**config.mk**
```make
export PLATFORM = sky130hd
export DESIGN_NAME = sorted_priority_queue_core_flat
export DESIGN_NICKNAME = d
export VERILOG_FILES = /design/src/rtl/core/spq_pkg.sv /design/src/rtl/core/spq_if.sv /design/src/rtl/core/sorted_priority_queue_core.sv /design/src/rtl/core/spq_ctrl.sv /design/src/rtl/core/spq_datapath.sv /design/src/flat_wrapper.sv
export SDC_FILE = /design/constraint.sdc
export NUM_CORES = 1
export LEC_CHECK = 0
export ABC_AREA = 1
export BUFFER_PORTS_ARGS = -buffer_cell sky130_fd_sc_hd__buf_2
export CAP_MARGIN = 20
export CORE_MARGIN = 3
export CORE_UTILIZATION = 40
export CTS_CLUSTER_SIZE = 12
export DETAILED_ROUTE_END_ITERATION = 7
export SLEW_MARGIN = 20
export SYNTH_ARGS = -nofsm -noshare
export SYNTH_HDL_FRONTEND = slang
export SYNTH_SLANG_ARGS = --single-unit
```
**constraint.sdc**
```tcl
create_clock -name clk -period 7.8 [get_ports clk]
set_clock_uncertainty 0.15 [all_clocks]
set_input_delay 1.17 -clock clk [delete_from_list [all_inputs] [get_ports clk]]
set_output_delay 1.17 -clock clk [all_outputs]
set_load 0.02 [all_outputs]
```
**src/rtl/core/spq_pkg.sv**
```systemverilog
// spq_pkg: shared sizes, codes and control types of the sorted priority queue
// no dependencies; used by the channel interfaces and every core module
`timescale 1ns / 1ps

package spq_pkg;

    // default configuration
    localparam int SPQ_DEPTH      = 8;
    localparam int SPQ_DATA_WIDTH = 32;
    localparam int SPQ_PRIO_WIDTH = 8;

    // fixed widths of the channel words
    localparam int IN_DATA_W  = 32;
    localparam int IN_PRIO_W  = 8;
    localparam int OUT_DATA_W = 32;
    localparam int STATUS_W   = 2;
    localparam int COUNT_OUT_W = 4;

    // request opcodes
    localparam logic MODE_ENQUEUE = 1'b0;
    localparam logic MODE_DEQUEUE = 1'b1;

    typedef enum logic [STATUS_W-1:0] {
        ST_OK        = 2'd0,
        ST_OVERFLOW  = 2'd1,
        ST_UNDERFLOW = 2'd2
    } spq_status_t;

    // controller to datapath commands
    typedef struct packed {
        logic capture;   // latch the request word
        logic execute;   // apply the latched request and load the response word
    } spq_cmd_t;

endpackage

```
**src/rtl/core/spq_if.sv**
```systemverilog
// spq_if: valid/ready channel interfaces for request and response words
// depends on spq_pkg for the word field widths
`timescale 1ns / 1ps

interface spq_req_if;
    import spq_pkg::*;

    logic                        valid;
    logic                        ready;
    logic                        mode;
    logic signed [IN_DATA_W-1:0] in_data;
    logic [IN_PRIO_W-1:0]        in_priority;

    modport source (output valid, output mode, output in_data, output in_priority,
                    input ready);
    modport sink   (input valid, input mode, input in_data, input in_priority,
                    output ready);
endinterface

interface spq_rsp_if;
    import spq_pkg::*;

    logic                         valid;
    logic                         ready;
    logic [STATUS_W-1:0]          status;
    logic signed [OUT_DATA_W-1:0] out_data;
    logic [COUNT_OUT_W-1:0]       entry_count;

    modport source (output valid, output status, output out_data, output entry_count,
                    input ready);
    modport sink   (input valid, input status, input out_data, input entry_count,
                    output ready);
endinterface

```
**src/rtl/core/sorted_priority_queue_core.sv**
```systemverilog
// sorted_priority_queue_core: bounded priority queue, top level
// a request word is latched when taken; execute applies it and loads its response word
// one request at a time: a new word is taken only in the idle state of spq_ctrl
// the response register lets a new request be taken while a response still waits
// reset: asynchronous, active low; empties the queue, no response pending, entries undefined
// depends on spq_pkg, spq_if, spq_ctrl and spq_datapath
`timescale 1ns / 1ps

module sorted_priority_queue_core #(
    parameter int DEPTH      = spq_pkg::SPQ_DEPTH,
    parameter int DATA_WIDTH = spq_pkg::SPQ_DATA_WIDTH,
    parameter int PRIO_WIDTH = spq_pkg::SPQ_PRIO_WIDTH
) (
    input logic    clk,
    input logic    rst_n,
    spq_req_if.sink   request,
    spq_rsp_if.source response
);
    import spq_pkg::*;

    // command bundle from the sequencer to the datapath
    spq_cmd_t cmd;

    // sequencer: idle takes a request word, execute applies it once the
    // response register is free or being drained in the same cycle
    spq_ctrl u_ctrl (
        .clk       (clk),
        .rst_n     (rst_n),
        .req_valid (request.valid),
        .req_ready (request.ready),
        .rsp_valid (response.valid),
        .rsp_ready (response.ready),
        .cmd       (cmd)
    );

    // datapath: every held slot compares its priority against the new one
    // in parallel; an enqueue shifts the slots behind the insert point down
    // by one, a dequeue pops slot 0 and shifts all slots up by one
    spq_datapath #(
        .DEPTH      (DEPTH),
        .DATA_WIDTH (DATA_WIDTH),
        .PRIO_WIDTH (PRIO_WIDTH)
    ) u_datapath (
        .clk         (clk),
        .rst_n       (rst_n),
        .cmd         (cmd),
        .mode        (request.mode),
        .in_data     (request.in_data),
        .in_priority (request.in_priority),
        .status      (response.status),
        .out_data    (response.out_data),
        .entry_count (response.entry_count)
    );

endmodule

```
**src/rtl/core/spq_ctrl.sv**
```systemverilog
// spq_ctrl: request/response sequencing for the sorted priority queue
// depends on spq_pkg; drives commands into spq_datapath
`timescale 1ns / 1ps

module spq_ctrl (
    input  logic              clk,
    input  logic              rst_n,
    input  logic              req_valid,
    output logic              req_ready,
    output logic              rsp_valid,
    input  logic              rsp_ready,
    output spq_pkg::spq_cmd_t cmd
);
    import spq_pkg::*;

    typedef enum logic {
        S_IDLE,
        S_EXEC
    } state_t;

    state_t state_reg, state_next;
    logic   rsp_valid_reg, rsp_valid_next;
    logic   out_free;

    // response register can take a new word this cycle
    assign out_free = !rsp_valid_reg || rsp_ready;

    assign req_ready   = (state_reg == S_IDLE);
    assign rsp_valid   = rsp_valid_reg;
    assign cmd.capture = req_valid && (state_reg == S_IDLE);
    assign cmd.execute = (state_reg == S_EXEC) && out_free;

    always_comb
    begin
        state_next     = state_reg;
        rsp_valid_next = rsp_valid_reg;
        if (rsp_valid_reg && rsp_ready)
        begin
            rsp_valid_next = 1'b0;
        end
        case (state_reg)
            S_IDLE:
            begin
                if (req_valid)
                begin
                    state_next = S_EXEC;
                end
            end
            S_EXEC:
            begin
                if (out_free)
                begin
                    rsp_valid_next = 1'b1;
                    state_next     = S_IDLE;
                end
            end
            default:
            begin
                state_next = S_IDLE;
            end
        endcase
    end

    always_ff @(posedge clk or negedge rst_n)
    begin
        if (!rst_n)
        begin
            state_reg     <= S_IDLE;
            rsp_valid_reg <= 1'b0;
        end
        else
        begin
            state_reg     <= state_next;
            rsp_valid_reg <= rsp_valid_next;
        end
    end

endmodule

```
**src/rtl/core/spq_datapath.sv**
```systemverilog
// spq_datapath: sorted entry array with parallel compare-and-shift, response register
// depends on spq_pkg; commanded by spq_ctrl
`timescale 1ns / 1ps

module spq_datapath #(
    parameter int DEPTH      = spq_pkg::SPQ_DEPTH,
    parameter int DATA_WIDTH = spq_pkg::SPQ_DATA_WIDTH,
    parameter int PRIO_WIDTH = spq_pkg::SPQ_PRIO_WIDTH
) (
    input  logic                                 clk,
    input  logic                                 rst_n,
    input  spq_pkg::spq_cmd_t                    cmd,
    input  logic                                 mode,
    input  logic signed [spq_pkg::IN_DATA_W-1:0] in_data,
    input  logic [spq_pkg::IN_PRIO_W-1:0]        in_priority,
    output logic [spq_pkg::STATUS_W-1:0]         status,
    output logic signed [spq_pkg::OUT_DATA_W-1:0] out_data,
    output logic [spq_pkg::COUNT_OUT_W-1:0]      entry_count
);
    import spq_pkg::*;

    localparam int COUNT_W = $clog2(DEPTH + 1);

    // latched request word
    logic                  mode_reg;
    logic [DATA_WIDTH-1:0] data_reg;
    logic [PRIO_WIDTH-1:0] prio_reg;

    // entry array, slot 0 is served next
    logic [DATA_WIDTH-1:0] entry_data_reg [DEPTH];
    logic [DATA_WIDTH-1:0] entry_data_next [DEPTH];
    logic [PRIO_WIDTH-1:0] entry_prio_reg [DEPTH];
    logic [PRIO_WIDTH-1:0] entry_prio_next [DEPTH];
    logic [COUNT_W-1:0]    count_reg, count_next;

    // response word
    spq_status_t           status_reg, status_next;
    logic [OUT_DATA_W-1:0] out_data_reg, out_data_next;

    logic [DATA_WIDTH+IN_DATA_W-1:0]   in_data_ext;
    logic [PRIO_WIDTH+IN_PRIO_W-1:0]   in_prio_ext;
    logic [DATA_WIDTH+OUT_DATA_W-1:0]  head_ext;
    logic [COUNT_W+COUNT_OUT_W-1:0]    count_ext;
    logic                  full, empty;
    logic [DEPTH-1:0]      place;   // slot sits at or behind the insert point

    assign in_data_ext = {{DATA_WIDTH{1'b0}}, in_data};
    assign in_prio_ext = {{PRIO_WIDTH{1'b0}}, in_priority};
    assign head_ext    = {{OUT_DATA_W{1'b0}}, entry_data_reg[0]};
    assign count_ext   = {{COUNT_OUT_W{1'b0}}, count_reg};

    assign full  = (count_reg == COUNT_W'(DEPTH));
    assign empty = (count_reg == '0);

    assign status      = status_reg;
    assign out_data    = out_data_reg;
    assign entry_count = count_ext[COUNT_OUT_W-1:0];

    // unheld slots count as behind the insert point; held ones compare strictly
    always_comb
    begin
        for (int k = 0; k < DEPTH; k++)
        begin
            place[k] = (COUNT_W'(k) >= count_reg) || (entry_prio_reg[k] > prio_reg);
        end
    end

    always_comb
    begin
        entry_data_next = entry_data_reg;
        entry_prio_next = entry_prio_reg;
        count_next      = count_reg;
        status_next     = ST_OK;
        out_data_next   = '0;
        if (mode_reg == MODE_ENQUEUE)
        begin
            if (full)
            begin
                status_next = ST_OVERFLOW;
            end
            else
            begin
                count_next = count_reg + COUNT_W'(1);
                for (int k = 0; k < DEPTH; k++)
                begin
                    if (place[k])
                    begin
                        if (k == 0)
                        begin
                            entry_data_next[k] = data_reg;
                            entry_prio_next[k] = prio_reg;
                        end
                        else if (!place[k-1])
                        begin
                            entry_data_next[k] = data_reg;
                            entry_prio_next[k] = prio_reg;
                        end
                        else
                        begin
                            entry_data_next[k] = entry_data_reg[k-1];
                            entry_prio_next[k] = entry_prio_reg[k-1];
                        end
                    end
                end
            end
        end
        else
        begin
            if (empty)
            begin
                status_next = ST_UNDERFLOW;
            end
            else
            begin
                out_data_next = head_ext[OUT_DATA_W-1:0];
                count_next    = count_reg - COUNT_W'(1);
                for (int k = 0; k < DEPTH - 1; k++)
                begin
                    entry_data_next[k] = entry_data_reg[k+1];
                    entry_prio_next[k] = entry_prio_reg[k+1];
                end
            end
        end
    end

    always_ff @(posedge clk or negedge rst_n)
    begin
        if (!rst_n)
        begin
            count_reg <= '0;
        end
        else if (cmd.execute)
        begin
            count_reg <= count_next;
        end
    end

    always_ff @(posedge clk)
    begin
        if (cmd.capture)
        begin
            mode_reg <= mode;
            data_reg <= in_data_ext[DATA_WIDTH-1:0];
            prio_reg <= in_prio_ext[PRIO_WIDTH-1:0];
        end
        if (cmd.execute)
        begin
            entry_data_reg <= entry_data_next;
            entry_prio_reg <= entry_prio_next;
            status_reg     <= status_next;
            out_data_reg   <= out_data_next;
        end
    end

endmodule

```
**src/flat_wrapper.sv**
```systemverilog
// flat-port wrapper written by rule: the top's interface ports become plain ports
module sorted_priority_queue_core_flat import spq_pkg::*;
#(
    parameter int DEPTH      = spq_pkg::SPQ_DEPTH,
    parameter int DATA_WIDTH = spq_pkg::SPQ_DATA_WIDTH,
    parameter int PRIO_WIDTH = spq_pkg::SPQ_PRIO_WIDTH
)
  (clk, rst_n, request_valid, request_mode, request_in_data, request_in_priority, request_ready, response_valid, response_status, response_out_data, response_entry_count, response_ready);
  spq_req_if request_i ();
  spq_rsp_if response_i ();
  input logic clk;
  input logic rst_n;
  input wire logic [$bits(request_i.valid)-1:0] request_valid;
  input wire logic [$bits(request_i.mode)-1:0] request_mode;
  input wire logic [$bits(request_i.in_data)-1:0] request_in_data;
  input wire logic [$bits(request_i.in_priority)-1:0] request_in_priority;
  output wire logic [$bits(request_i.ready)-1:0] request_ready;
  output wire logic [$bits(response_i.valid)-1:0] response_valid;
  output wire logic [$bits(response_i.status)-1:0] response_status;
  output wire logic [$bits(response_i.out_data)-1:0] response_out_data;
  output wire logic [$bits(response_i.entry_count)-1:0] response_entry_count;
  input wire logic [$bits(response_i.ready)-1:0] response_ready;
  assign request_i.valid = request_valid;
  assign request_i.mode = request_mode;
  assign request_i.in_data = request_in_data;
  assign request_i.in_priority = request_in_priority;
  assign request_ready = request_i.ready;
  assign response_valid = response_i.valid;
  assign response_status = response_i.status;
  assign response_out_data = response_i.out_data;
  assign response_entry_count = response_i.entry_count;
  assign response_i.ready = response_ready;
  sorted_priority_queue_core #(.DEPTH(DEPTH), .DATA_WIDTH(DATA_WIDTH), .PRIO_WIDTH(PRIO_WIDTH)) u_core (.clk(clk), .rst_n(rst_n), .request(request_i), .response(response_i));
endmodule
```
# --- Yosys cells after proc, flatten, opt, wreduce, memory -nomap -nowiden ---
# Index checks and enable logic that the tools add are counted.
totals:
  ff_bits: 401
  input_bits: 45
  output_inout_bits: 40
  word_cells: 127
op_classes:
  addsub: 2
  magnitude_cmp: 16
  eq_ne: 3
  n_mux: 48
  bitwise: 3
  reduce_logical: 31
op_table:
  columns: ["cell", "n"]
  rows:
  - ["$mux W32", 15]
  - ["$mux W224", 2]
  - ["$mux W256", 1]
  - ["$mux W8", 15]
  - ["$mux W56", 2]
  - ["$gt A8 B8 Y1", 8]
  - ["$mux W64", 1]
  - ["$reduce_and A4 Y1", 8]
  - ["$ge A3 B4 Y1 const A", 4]
  - ["$reduce_bool A2 Y1", 7]
  - ["$mux W4", 3]
  - ["$logic_or A1 B1 Y1", 9]
  - ["$ge A1 B4 Y1 const A", 2]
  - ["$ge A2 B4 Y1 const A", 2]
  - ["$mux W1", 6]
  - ["$add A4 B1 Y4 const B", 1]
  - ["$eq A4 B4 Y1 const B", 1]
  - ["$logic_not A4 Y1", 1]
  - ["$mux W2", 2]
  - ["$ne A2 B2 Y1 const B", 2]
  - ["$sub A4 B1 Y4 const B", 1]
  - ["$logic_and A1 B1 Y1", 3]
  - ["$not A1 Y1", 3]
  - ["$reduce_and A3 Y1", 1]
  - ["other kinds (3)", 3]

# --- Longest topological paths before layout ---
logic_depth:
  depth_word: 6
  ltp_mapped: 15
  depth_no_buf: 14

# --- By module ---
# Synthesis repeated with hierarchy kept, for this count alone.
unflattened:
  hier_cells: 2474
  hier_area_um2: 21429.3
by_module_without_submodules:
  columns: ["module", "n_inst", "cells_per_inst", "area_per_inst_um2"]
  rows:
  - ["spq_datapath", 1, 2463, 21336.7]
  - ["spq_ctrl", 1, 11, 92.6]

# --- Worst setup path before layout ---
# OpenSTA, ideal clock, no wires.
synth_path:
  path_kind: "in2reg"
  start: "input response_ready"
  end: "register u_core.u_datapath.entry_data_reg[0] in the netlist's numbering, enable pin"
  setup_time_ps: 451
  t_arrival_ps: 4143
  required_time_ps: 7199
  slack_ps: 3056
  cell_stages: 6
  path_cell_list: "inv_1 > nand2_1 > nand2_1 > inv_1 > nand2_1 > a21oi_1"
synth_rtl:
  columns: ["item", "line_no", "text"]
  rows:
  - ["start: declaration", "flat_wrapper.sv:22", "input wire logic [$bits(response_i.ready)-1:0] response_ready;"]
  - ["end signal: assignment", "spq_datapath.sv:148", "entry_data_reg <= entry_data_next;"]
  - ["end: declaration", "spq_datapath.sv:30", "logic [DATA_WIDTH-1:0] entry_data_reg [DEPTH];"]

# --- Final worst setup path ---
layout_path:
  start: "register u_core.u_datapath.prio_reg[3]"
  end: "register u_core.u_datapath.entry_data_reg[162] in the netlist's numbering, enable pin"
layout_via:
  elab_chain_cells: 4
layout_rtl:
  columns: ["item", "line_no", "text"]
  rows:
  - ["start: declaration", "spq_datapath.sv:27", "logic [PRIO_WIDTH-1:0] prio_reg;"]
  - ["start signal: assignment", "spq_datapath.sv:144", "prio_reg <= in_prio_ext[PRIO_WIDTH-1:0];"]
  - ["$gt A8 B8 Y1", "spq_datapath.sv:64", "place[k] = (COUNT_W'(k) >= count_reg) || (entry_prio_reg[k] > prio_reg);"]
  - ["$logic_or A1 B1 Y1", "spq_datapath.sv:64", null]
  - ["$reduce_bool A2 Y1 (no source line)", null, null]
  - ["$reduce_and A4 Y1 (no source line)", null, null]
# Every way passes these cells.
# A chain may end at the register's enable or synchronous reset.

==> impl_metrics.ini <==
[cts]
cts.htree.levels = 2
post_cts_resized = 0
cts_made_buffers = 46
clkSinkCount = 401
clk_latency_ps = 590
clk_path_buf_depth = 3
cts_tree = done
clk_pin_slew_ps = 60
cts_post_setup_buffers_inserted = 0
root_buffer = clkbuf_16
cts_hold_buffers = 0

[yosys]
yosysWarnings = 0
synth_edf_count = 395
synth_flop_cell = edfxtp_1
synth_cell_type_count = 27
synth.area.top_cells = edfxtp_1 (55%), nand2_1 (15%), nand3_1 (11%)
syn_area_per_cell_sq_um = 8.66
yosysMostFrequentCell = nand2_1
yosysTopAreaCellShare_pct = 55.4
syn_nets = 2586
async_reset_ff_share_pct = 1.50
synth.cell_area_sq_um = 21400
synth-seq-cells = 401
synth_common_cells = nand2_1 (851), nand3_1 (482), edfxtp_1 (395)
synth-seq-area-share_pct = 56.1
synth_top_area_cell = edfxtp_1
netlist_instances = 2473

[critical_path]
crit_top_cell = nand2_1
setup.worst_path.class = register to register
startpoint_type = register
reg2reg_depth = 14
cp_max_fo = 41
crit_arrival_ps = 4250
critPathLaunch = u_core.u_datapath.prio_reg[3]
crit_slowest_cell = clkinv_1
cp_slowest_stage_delay_ps = 630
crit_buf_inv = 5
end_kind = register
cp_top_family = buffers and inverters
r2r-end = u_core.u_datapath.entry_data_reg[162]
path_cells = clkinv_1 -> ha_1 -> nand2_1 -> inv_1 -> nand2_1 -> nand2_1 -> nand2_1 -> nand2_1 -> nand2_1 -> buf_4 -> nand2_1 -> o21ai_0 -> clkinv_1 -> buf_4
regToRegStartpoint = u_core.u_datapath.prio_reg[3]
reg2reg_slack_ps = 3690
worst_ep_required_time_ps = 7940

[detailed_routing]
drtIter0Drc = 1598
wl_mm = 59.0
wl_per_cell_um = 18.3
vias = 17015
ant_nets = 0
drc = 0
drtPass1Iterations = 5
viasPerCell = 5.28

[timing]
report.final.hold_viol_count = 0
setup_tns_ps = 0
finalMaxSlewViolations = 0
setup_viol = 0
relSlewSlack_pct = 29.2
fmax_mhz = 244
min_period_ps = 4110
worst_slack_ps = 3690
period_share_pct = 52.6
tightest_slew_ps = 1060
grt_setup_unrepaired = false

[grt]
grt_max_degree = 98
grt_pass1_vias = 16880
antenna_found_initial = 0
grt-ovfl-total = 0
grt_pass1_wl_mm = 93.8
track_usage_pct = 20.8

[pwr]
power.density_nw_per_um2 = 481
vdd_drop_max_mv = 0.313
p_total_w = 0.0114
leakagePower_nw = 11.0

[floorplanning]
die_y_um = 237
core_area_sq_um = 52800
fp.dieW_um = 237
die_area_sq_um = 56400
rows = 84
initial_core_util_pct = 40.6
ios = 85

[finish]
nets = 2612
drive_gt1_share_pct = 7.58
largest_reg_flops = 256
num_antenna_cells = 0
final_cell_area_sq_um = 23800
fillers = 5113
layout-area-overhead-vs-synth_pct = 10.9
post-route-util_pct = 45.0

[placed_design]
gp_congestion = 0.831
dpl-instance-area_sq_um = 22400
port_buffers = 84
place_ws_ps = 3740
post-dp-hpwl_mm = 35.6

[status]
status = complete, no violations

[worst_hold_path]
holdCritPathClass = input pin to asynchronous set/reset pin

[flow_run]
max_cap_viol_count = 0
==> report_power, final <==
part | leakage, nW | switching, W | internal, W
Clock | 0.666 | 0.000872 | 0.00116
Combinational | 6.50 | 0.00370 | 0.00140
Sequential | 3.81 | 0.000453 | 0.00385
==> worst max-delay path by stage <==
stage	endpoint	slack (ps)	cells after the start
floorplan	u_core.u_datapath.entry_data_reg[0]	3060	6
global placement	u_core.u_datapath.entry_prio_reg[47]	3760	14
detailed placement	u_core.u_datapath.entry_prio_reg[47]	3740	14
CTS	u_core.u_datapath.entry_prio_reg[46]	3730	14
global route	u_core.u_datapath.entry_data_reg[224]	3420	8
finish	u_core.u_datapath.entry_data_reg[162]	3690	14
==> through the flow <==
| stage | cells | hold slack, ps |
|---|---|---|
| 5_1_grt | 3222 | 236 |
| 2_1_floorplan | 2473 | 345 |
| 3_5_place_dp | 3139 | 330 |
| 4_1_cts | 3222 | 210 |
| 3_3_place_gp | 3139 | 324 |
| 6_report | 3222 | 247 |
==> worst reg2reg max path, stage by stage (launching register included) <==
cell      delay, ps
edfxtp_1        320
clkinv_1        510
ha_1            550
nand2_1          80
inv_1            50
nand2_1          70
nand2_1          50
nand2_1          50
nand2_1          50
nand2_1          50
buf_4           410
nand2_1         140
o21ai_0         180
clkinv_1        630
buf_4           510
==> placed cells by master, fill, tap and decap left out, drive strengths merged, types with 3 or more instances in the layout <==
master / n
nand2: 852
nand3: 483
edfxtp: 395
inv: 317
buf: 123
ha: 68
clkbuf: 66
o21ai: 55
nor2: 52
o22ai: 40
clkinv: 29
a21oi: 24
nand4: 10
a21o: 7
dfrtp: 6
xor2: 3
==> routing by layer <==
layer	global-route usage (%)	share of wire, %	up-vias
met4	7.72	2.8	0
met2	31.9	43	677
met5	0	0	-
met3	3.30	7.5	101
met1	29.9	46	8040
li1	-	-	8197
==> cell type report <==
cell class / count / area [sq um] / area share, %
clock buffer: 66 / 1270 / 5.33
multi-input combinational: 1597 / 7550 / 31.8
tap: 688 / 861 / 3.62
inverter: 330 / 1240 / 5.21
timing repair buffer: 123 / 713 / 3.00
clock inverter: 17 / 116 / 0.490
sequential: 401 / 12000 / 50.6
==> kinds of logic after synthesis <==
logic type               Yosys count  share of synthesized area (%)
AO/OA/AOI/OAI                    127                           3.35
adder cells (fa/ha/maj)           68                           3.97
XOR/XNOR                           4                          0.164
flip-flops                       401                           56.1
buffers and inverters            475                           8.90
AND/OR/NAND/NOR                 1398                           27.5
(Power assumes the default switching activity.)
